**config.mk**
```make
export PLATFORM = sky130hd
export DESIGN_NAME = rmct_ram
export DESIGN_NICKNAME = d
export VERILOG_FILES = /design/src/hw/rtl/rmct_ram.sv
export SDC_FILE = /design/constraint.sdc
export NUM_CORES = 1
export LEC_CHECK = 0
export ABC_CLOCK_PERIOD_IN_PS = 5150
export BUFFER_PORTS_ARGS = -buffer_cell sky130_fd_sc_hd__buf_4
export CORE_MARGIN = 10
export CORE_UTILIZATION = 30
export CTS_CLUSTER_SIZE = 20
export DETAILED_ROUTE_END_ITERATION = 10
export GPL_TIMING_DRIVEN = 0
export SLEW_MARGIN = 30
export SYNTH_ARGS = -nofsm -noshare
export SYNTH_HDL_FRONTEND = slang
export SYNTH_SLANG_ARGS = --single-unit
```
**constraint.sdc**
```tcl
create_clock -name clk_i -period 5.15 [get_ports clk_i]
set_input_delay 0.515 -clock clk_i [delete_from_list [all_inputs] [get_ports clk_i]]
set_output_delay 0.515 -clock clk_i [all_outputs]
set_load 0.01 [all_outputs]
```
**src/hw/rtl/rmct_ram.sv**
```systemverilog
// Generic simple dual-port RAM with one write port and one registered read port.
`default_nettype none

module rmct_ram #(
  parameter int unsigned WIDTH = 8,
  parameter int unsigned DEPTH = 16
) (
  input  wire logic                     clk_i,
  input  wire logic                     we_i,
  input  wire logic [$clog2(DEPTH)-1:0] waddr_i,
  input  wire logic [WIDTH-1:0]         wdata_i,
  input  wire logic [$clog2(DEPTH)-1:0] raddr_i,
  output logic      [WIDTH-1:0]         rdata_o
);

  logic [WIDTH-1:0] mem [DEPTH];

  always_ff @(posedge clk_i) begin
    if (we_i) begin
      mem[waddr_i] <= wdata_i;
    end
    rdata_o <= mem[raddr_i];
  end

endmodule

`default_nettype wire

```
==> qor.yml, run 1 <==
run_status:
  status: "completed"
clock_tree:
  clk_pin_slew_ns: 0.06
  clockRootBuffer: "clkbuf_16"
  clockBufferDepth: 2
  clk_latency_ns: 0.41
  numCtsBuffers: 17
  cts_setup_buffers: 0
  cts_tree: "done"
  cts.sinks: 136
  cts_hold_buf: 0
  htree_levels: 4
  cts_resized: 0
floorplan:
  coreArea_um2: 16700
  die_h_um: 151
  ioPinCount: 26
  start_util: 0.308
  dieArea_um2: 22800
  die_width_um: 151
  num_rows: 47
route:
  wirelength_mm: 10.5
  antenna_left: 0
  num_vias: 2386
  remaining_drc_errors: 0
  wl_per_cell_um: 20.7
  drtPass1Iterations: 4
  vias_per_cell: 4.70
  drtIter0Drc: 216
final_layout:
  multi_input_area_um2: 1080
  regArea_um2: 4000
  nFillCells: 1550
  drive_gt1_frac: 0.299
  area_growth_pct: 20.3
  n_antenna_cell: 0
  final_nets: 293
global_routing:
  gr-usage-all-layers: 0.0990
  grt_max_degree: 17
  grt_pass1_wl_mm: 15.9
  first_global_vias: 2535
  grt_overflow: 0
  antenna_found_initial: 0
yosys:
  seq_area_frac_synth: 0.778
  synth_area_per_cell_um2: 22.5
  netlist_area_um2: 5150
  syn_inst: 229
  yosys_register_bits: 136
  synth_cell_types: 19
  synth_warnings: 0
  syn-num-nets: 247
power:
  internal-power_uw: 1990
  p_switching_uw: 494
  power_density_nw_per_um2: 402
  pwr-share-seq: 0.500
  max-vdd-ir-drop_v: 0.000210
  p_comb_frac: 0.051
  power_uw: 2490
  clkPwrFrac: 0.448
  switching_share: 0.199
  leakage_uw: 0.00205
sta:
  worstMarginPinSlew_ns: 0.941
  report.final.hold_viol_count: 0
  period_needed_ns: 1.85
  slew_violations: 0
  relSlewSlack: 0.370
  setup_violations: 0
  post-route-period-util: 0.360
  fin_skew_ns: 0.00809
  rsz0062_at_grt: "no"
  tns_ns: 0
  max_freq_mhz: 540
setup_path:
  startpoint_type: "primary input"
  cp_slowest_stage_delay_ns: 0.72
  path_max_fanout: 8
  critPathCaptureType: "flip-flop"
  cp_data_arrival_time_ns: 1.88
  cp_cell_sequence: "buf_4, or3b_2, nor2_1"
  worst_ep_required_time_ns: 5.18
  cpLargestDelayFamily: "simple AND/OR/NAND/NOR gates"
  worst-path-buf-inv: 1
  crit_slowest_cell: "nor2_1"
  crit_type: "primary input to flip-flop"
placed_design:
  place_congestion: 0.671
  port_buffers: 24
  hpwl_mm: 6.68
worst_hold_path:
  hold_class: "primary input to flip-flop"
run:
  drv_cap: 0
==> layout make-up <==
cell class | count | share of cell area
Clock buffer | 19 | 0.0699
Tap cell | 220 | 0.0445
Buffer | 10 | 0.0139
Clock inverter | 13 | 0.0180
Sequential cell | 136 | 0.647
Multi-Input combinational cell | 83 | 0.174
Timing Repair Buffer | 27 | 0.0327
==> placed cells by master, fill, tap and decap left out, drive strengths merged <==
cell | netlist | layout
a22oi | 16 | 16
and2 | 1 | 1
and2b | 1 | 1
buf | 7 | 34
bufinv | 0 | 2
clkbuf | 0 | 19
clkdlybuf4s25 | 3 | 3
clkinv | 0 | 10
clkinvlp | 0 | 1
dfxtp | 8 | 8
edfxtp | 128 | 128
mux4 | 32 | 32
nand2 | 9 | 9
nand2b | 2 | 2
nand3 | 1 | 1
nand3b | 2 | 2
nor2 | 13 | 13
nor2b | 1 | 1
nor3 | 4 | 4
or3b | 1 | 1
==> power by group through the flow <==
stage               registers, uW  clock network, uW  logic (uW)
finish                       1240               1120         127
global route                 1250               1180         139
CTS                          1240               1130         131
detailed placement           1270                  0         131
global placement             1270                  0         127
floorplan                    1270                  0        62.8
==> metrics by stage <==
| stage | cell area [um^2] | utilization | worst slack, ns | instances | hold WS (ns) |
|---|---|---|---|---|---|
| 2_1_floorplan | 5150 | - | 3.14 | 229 | 0.614 |
| 3_3_place_gp | 5600 | 0.335 | 2.44 | 473 | 0.668 |
| 3_5_place_dp | 5650 | 0.338 | 2.79 | 476 | 0.671 |
| 4_1_cts | 6190 | 0.371 | 3.23 | 508 | 0.391 |
| 5_1_grt | 6190 | 0.371 | 3.28 | 508 | 0.400 |
| 6_report | 6190 | 0.371 | 3.30 | 508 | 0.402 |
==> layer usage <==
layer  up-vias  wire length [um]  GRT usage
li1       1065                 -          -
met1      1270              4840      0.128
met2        44              5170      0.151
met3         7               390     0.0289
met4         0                98     0.0433
met5         -                 0          0
==> Yosys cell counts, drive strengths merged <==
library cell	instances	share of area
and2b	1	0.0015
a22oi	16	0.023
buf	7	0.011
nand2b	2	0.0024
nand3	1	0.00097
nor2	13	0.0095
and2	1	0.0012
mux4	32	0.15
edfxtp	128	0.75
nor3	4	0.0039
clkdlybuf4s25	3	0.0058
dfxtp	8	0.031
nand2	9	0.0066
or3b	1	0.0017
nand3b	2	0.0029
nor2b	1	0.0012
==> registers in the layout, indices dropped and copies added (netlist names) <==
register	cells
mem	128
rdata_o	8
==> path summary, 6_finish.rpt <==
kind              slack, ns            startpoint                  end  depth (start not counted)
setup reg to reg       3.67   mem[1][3]$_DFFE_PP_   rdata_o[3]$_DFF_P_                          3
hold reg to reg        0.68  mem[14][1]$_DFFE_PP_   rdata_o[1]$_DFF_P_                          3
setup / recovery       3.30            waddr_i[2]  mem[2][0]$_DFFE_PP_                          3
hold / removal         0.40            wdata_i[6]  mem[3][6]$_DFFE_PP_                          1
==> worst register-to-register path: stages, from the launching register on <==
cell	delay [ns]
edfxtp_1	0.35
mux4_1	0.53
a22oi_1	0.31
nand2_1	0.15
==> cells by family after synthesis <==
group | synth area share
AO/OA/AOI/OAI | 0.0233
buffers and inverters | 0.0168
flip-flops | 0.778
AND/OR/NAND/NOR | 0.0318
multiplexers | 0.150
(Power assumes the default switching activity.)
==> inputs of run 2 (changes only) <==
Settings changed: ABC_AREA set to 1, ABC_CLOCK_PERIOD_IN_PS 5150 to 1700.
Clock period 5.15 ns to 1.7 ns, I/O delays scaled along.
==> qor.yml, run 2 <==
yosys:
  seq_area_frac_synth: 0.694
  syn-num-nets: 569
  synth_cell_types: 12
  synth_area_leaders: "edfxtp_1 67%, nand2_1 11%, nand3_1 8.4%, inv_1 6.5%, dfxtp_1 2.8%"
  ys_async_sr_fraction: 0
  yosys.cell_count.top_type: "nand2_1"
  yosys_register_bits: 136
  synth_warnings: 0
  netlist_area_um2: 5770
  synth_top_area_cell: "edfxtp_1"
  syn_inst: 551
  synth_commonest_cells: "173 x nand2_1, 128 x edfxtp_1, 100 x inv_1"
  synth_area_per_cell_um2: 10.5
  synthFlopType: "edfxtp_1"
  synth_edf_count: 128
  yosys.area.top_type_share: 0.667
power:
  internal-power_uw: 6200
  pwr-share-seq: 0.475
  clkPwrFrac: 0.459
  switching_share: 0.218
  leakage_uw: 0.00291
  max-vdd-ir-drop_v: 0.000611
  p_comb_frac: 0.065
  p_switching_uw: 1720
  power_density_nw_per_um2: 1160
sta:
  relSlewSlack: 0.342
  max_freq_mhz: 789
  fin_skew_ns: 0.00662
  slew_violations: 0
  post-route-period-util: 0.745
  report.final.hold_viol_count: 0
  rsz0062_at_grt: "no"
  period_needed_ns: 1.27
  worstMarginPinSlew_ns: 0.984
  setup_violations: 0
  tns_ns: 0
route:
  drtPass1Iterations: 5
  vias_per_cell: 4.25
  wirelength_mm: 13.9
  num_vias: 3679
  antenna_left: 0
  remaining_drc_errors: 0
  wl_per_cell_um: 16.1
  drtIter0Drc: 354
clock_tree:
  cts_setup_buffers: 0
  clk_latency_ns: 0.41
  cts_resized: 0
  cts_hold_buf: 0
  clockBufferDepth: 2
  cts.sinks: 136
  numCtsBuffers: 17
  clockRootBuffer: "clkbuf_16"
  clk_pin_slew_ns: 0.06
  htree_levels: 4
  cts_tree: "done"
placed_design:
  placedInstanceArea_um2: 6260
  hpwl_mm: 9.30
  place_congestion: 0.868
  port_buffers: 22
floorplan:
  ioPinCount: 26
  start_util: 0.306
  coreArea_um2: 18800
  die_h_um: 159
  die_width_um: 159
  num_rows: 50
  dieArea_um2: 25200
run:
  drv_cap: 0
final_layout:
  area_growth_pct: 18.7
  multi_input_area_um2: 1210
  layout_commonest_cell: "nand2_1"
  top_register: "mem"
  n_antenna_cell: 0
  drive_gt1_frac: 0.126
  largest_reg_flops: 128
  nFillCells: 1866
  top_regs: "mem: 128 flops, rdata_o: 8 flops"
  final_nets: 610
  mostFrequentLayoutCells: "173 x nand2_1, 128 x edfxtp_1, 100 x inv_1"
  regArea_um2: 4000
  finalInstanceArea_um2: 6840
setup_path:
  startpoint_type: "primary input"
  crit_slowest_cell: "nor2_1"
  worst_ep_required_time_ns: 1.73
  cp_data_arrival_time_ns: 1.30
  critPathCaptureType: "flip-flop"
  crit_type: "primary input to flip-flop"
  worst-path-buf-inv: 1
  cp_cell_sequence: "buf_4, nand3b_1, nor2_1"
  cpLargestDelayFamily: "simple AND/OR/NAND/NOR gates"
  cp_slowest_stage_delay_ns: 0.75
  path_max_fanout: 8
global_routing:
  antenna_found_initial: 0
  grt_max_degree: 17
  grt_pass1_wl_mm: 20.8
  gr-usage-all-layers: 0.114
  grt_overflow: 0
  first_global_vias: 3557
run_status:
  status: "completed"
worst_hold_path:
  hold_class: "primary input to flip-flop"
run 2: changes by cell type after synthesis, sizes merged, moves of 3 or more:
cell	before	now
mux4	32	0
a22oi	16	0
nand3	1	97
nor3	4	0
inv	0	102
nor2	13	17
clkdlybuf4s25	3	0
nand2	9	173
buf	7	24
run 2: kinds of logic (layout without fill, tap and decap cells):
logic type / Yosys count / after routing / share of synthesized area
buffers and inverters: 126 / 180 / 0.0952
flip-flops: 136 / 136 / 0.694
AND/OR/NAND/NOR: 289 / 289 / 0.210
run 2: power groups by stage:
stage	Combinational, uW	Clock, uW	Sequential [uW]
after floorplan	264	0	3850
after global routing	574	3820	3770
after detailed placement	520	0	3840
after CTS	523	3680	3770
after global placement	519	0	3830
final	517	3640	3770
run 2: cell type report:
cell class,instances,area share
Sequential cell,136,0.585
Multi-Input combinational cell,289,0.177
Clock buffer,18,0.0627
Inverter,102,0.0559
Tap cell,260,0.0475
Buffer,24,0.0243
Timing Repair Buffer,22,0.0241
Clock inverter,14,0.0230
run 2: final timing paths:
kind,startpoint,end,slack (ns),cells after the start
setup / recovery,waddr_i[3],mem[5][2]$_DFFE_PP_,0.43,3
hold / removal,wdata_i[2],mem[10][2]$_DFFE_PP_,0.10,1
setup reg to reg,mem[11][1]$_DFFE_PP_,rdata_o[1]$_DFF_P_,0.63,6
hold reg to reg,mem[12][5]$_DFFE_PP_,rdata_o[5]$_DFF_P_,0.72,6
run 2: worst reg2reg max path: stages, from the launching register on:
cell	delay (ns)
edfxtp_1	0.37
inv_1	0.06
nand2_1	0.04
nand3_1	0.11
nand3_1	0.09
nand3_1	0.18
nand2_1	0.10
run 2: through the flow:
stage          cells  hold slack, ns  setup WS (ns)  power (uW)   util
3_3_place_gp     833           0.524         0.0274        4350  0.332
2_1_floorplan    551           0.269          0.579        4110      -
5_1_grt          865           0.120          0.408        8170  0.363
6_report         865           0.100          0.433        7920  0.363
4_1_cts          865           0.107          0.438        7970  0.363
3_5_place_dp     833           0.531         0.0149        4360  0.332
run 2: layer usage:
metal	GRT usage	vias up	wire [um]
met5	0	-	0
met4	0.0441	0	334
met3	0.0300	19	937
met2	0.176	120	6180
met1	0.151	1682	6460
li1	-	1858	-
==> inputs of run 3 (changes only) <==
Settings changed: ABC_CLOCK_PERIOD_IN_PS 1700 to 1000.
Clock period 1.7 ns to 1 ns, I/O delays scaled along.
==> qor.yml, run 3 (same netlist as run 2, synthesis figures left out) <==
floorplan:
  num_rows: 50
  die_width_um: 159
  ioPinCount: 26
  die_h_um: 159
  start_util: 0.306
  coreArea_um2: 18800
  dieArea_um2: 25200
power:
  pwr-share-seq: 0.485
  leakage_uw: 0.00297
  max-vdd-ir-drop_v: 0.00115
  switching_share: 0.236
  p_switching_uw: 3110
  power_density_nw_per_um2: 1870
  p_comb_frac: 0.074
  clkPwrFrac: 0.441
  internal-power_uw: 10100
setup_path:
  startpoint_type: "primary input"
  crit_type: "primary input to flip-flop"
  critPathCaptureType: "flip-flop"
  setup.worst_path.start: "waddr_i[3]"
  worst_ep_required_time_ns: 1.05
  cp_data_arrival_time_ns: 1.13
  r2r-start: "mem[13][2]$_DFFE_PP_"
  path_max_fanout: 8
global_routing:
  first_global_vias: 3586
  grt_busiest_layer: "met2"
  gr-usage-all-layers: 0.117
  grt_overflow: 0
  antenna_found_initial: 0
  met3_usage: 0.0273
  met1_usage: 0.158
  grt_pass1_wl_mm: 21.1
  grt_use_met2: 0.169
  grt_max_degree: 17
route:
  drtIter0Drc: 497
  antenna_left: 0
  num_vias: 3827
  drtPass1Iterations: 5
  wirelength_mm: 14.3
  vias_per_cell: 4.42
  wl_per_cell_um: 16.5
  remaining_drc_errors: 0
sta:
  period_needed_ns: 1.08
  worstMarginPinSlew_ns: 0.630
  setup_slack_ns: -0.0755
  tns_ns: -0.742
  rsz0062_at_grt: "yes"
  report.final.hold_viol_count: 0
  relSlewSlack: 0.580
  post-route-period-util: 1.08
  slew_violations: 0
  max_freq_mhz: 930
  fin_skew_ns: 0.00663
  setup_violations: 23
clock_tree:
  clk_pin_slew_ns: 0.06
  cts_tree: "done"
  clk_latency_ns: 0.42
  numCtsBuffers: 17
  htree_levels: 4
  clockBufferDepth: 2
  cts.sinks: 136
  clockRootBuffer: "clkbuf_16"
run_status:
  violations: "negative setup slack"
  status: "complete, but fails checks"
placed_design:
  hpwl_mm: 9.42
  place_congestion: 0.887
  port_buffers: 22
final_layout:
  layout_commonest_cell: "nand2_1"
  drive_gt1_frac: 0.243
  utilization: 0.376
  top_regs: "mem: 128 flops, rdata_o: 8 flops"
  final_nets: 610
  area_growth_pct: 22.7
  mostFrequentLayoutCells: "152 x nand2_1, 128 x edfxtp_1, 100 x inv_1"
  nFillCells: 1802
  n_antenna_cell: 0
  top_register: "mem"
  largest_reg_flops: 128
run:
  drv_cap: 0
worst_hold_path:
  hold_class: "primary input to flip-flop"
  hold_start: "wdata_i[5]"
run 3: final timing paths:
path	cells after the start	endpoint	slack, ns
max reg2reg	6	rdata_o[2]$_DFF_P_	0.03
min	1	mem[2][5]$_DFFE_PP_	0.03
max	3	mem[4][1]$_DFFE_PP_	-0.08
min reg2reg	6	rdata_o[0]$_DFF_P_	0.71
run 3: power groups by stage:
| stage | sequential (uW) | combinational, uW | clock (uW) |
|---|---|---|---|
| 2_1_floorplan | 6540 | 452 | 0 |
| 3_3_place_gp | 6520 | 876 | 0 |
| 3_5_place_dp | 6520 | 883 | 0 |
| 4_1_cts | 6400 | 901 | 5890 |
| 5_1_grt | 6410 | 1070 | 6130 |
| 6_report | 6400 | 981 | 5830 |
run 3: metal layers:
metal | vias up | share of wire
met1 | 1789 | 0.46
met2 | 142 | 0.43
li1 | 1862 | -
met4 | 0 | 0.039
met5 | - | 0
met3 | 34 | 0.066
run 3: repair_timing:
item,in CTS,in global routing
pin swaps,0,14
setup buffers,0,0
gates resized for setup,12,56
endpoints found under the setup margin,84,56
hold buffers,0,0
run 3: stage by stage:
stage | cells | cell area (um^2) | setup WS (ns) | hold slack [ns] | total power (uW)
after detailed placement | 833 | 6260 | -0.648 | 0.471 | 7410
after global placement | 833 | 6260 | -0.580 | 0.466 | 7400
after global routing | 865 | 7070 | -0.0502 | 0.0400 | 13600
after CTS | 865 | 6860 | -0.206 | 0.0260 | 13200
after floorplan | 551 | 5770 | -0.0508 | 0.199 | 6990
final | 865 | 7070 | -0.0755 | 0.0298 | 13200
run 3: critical path: stages:
cell and delay (ns):
buf_4 0.12, nand3b_1 0.32, nor2_2 0.58
run 3: layout make-up:
class | count | area (um^2) | share of cell area
multi-input cells | 289 | 1480 | 0.209
clock inverters | 15 | 128 | 0.0180
repair buffers | 22 | 165 | 0.0234
inverters | 102 | 383 | 0.0541
plain buffers | 24 | 166 | 0.0235
clock buffers | 17 | 425 | 0.0601
well taps | 260 | 325 | 0.0460
flip-flops and latches | 136 | 4000 | 0.566
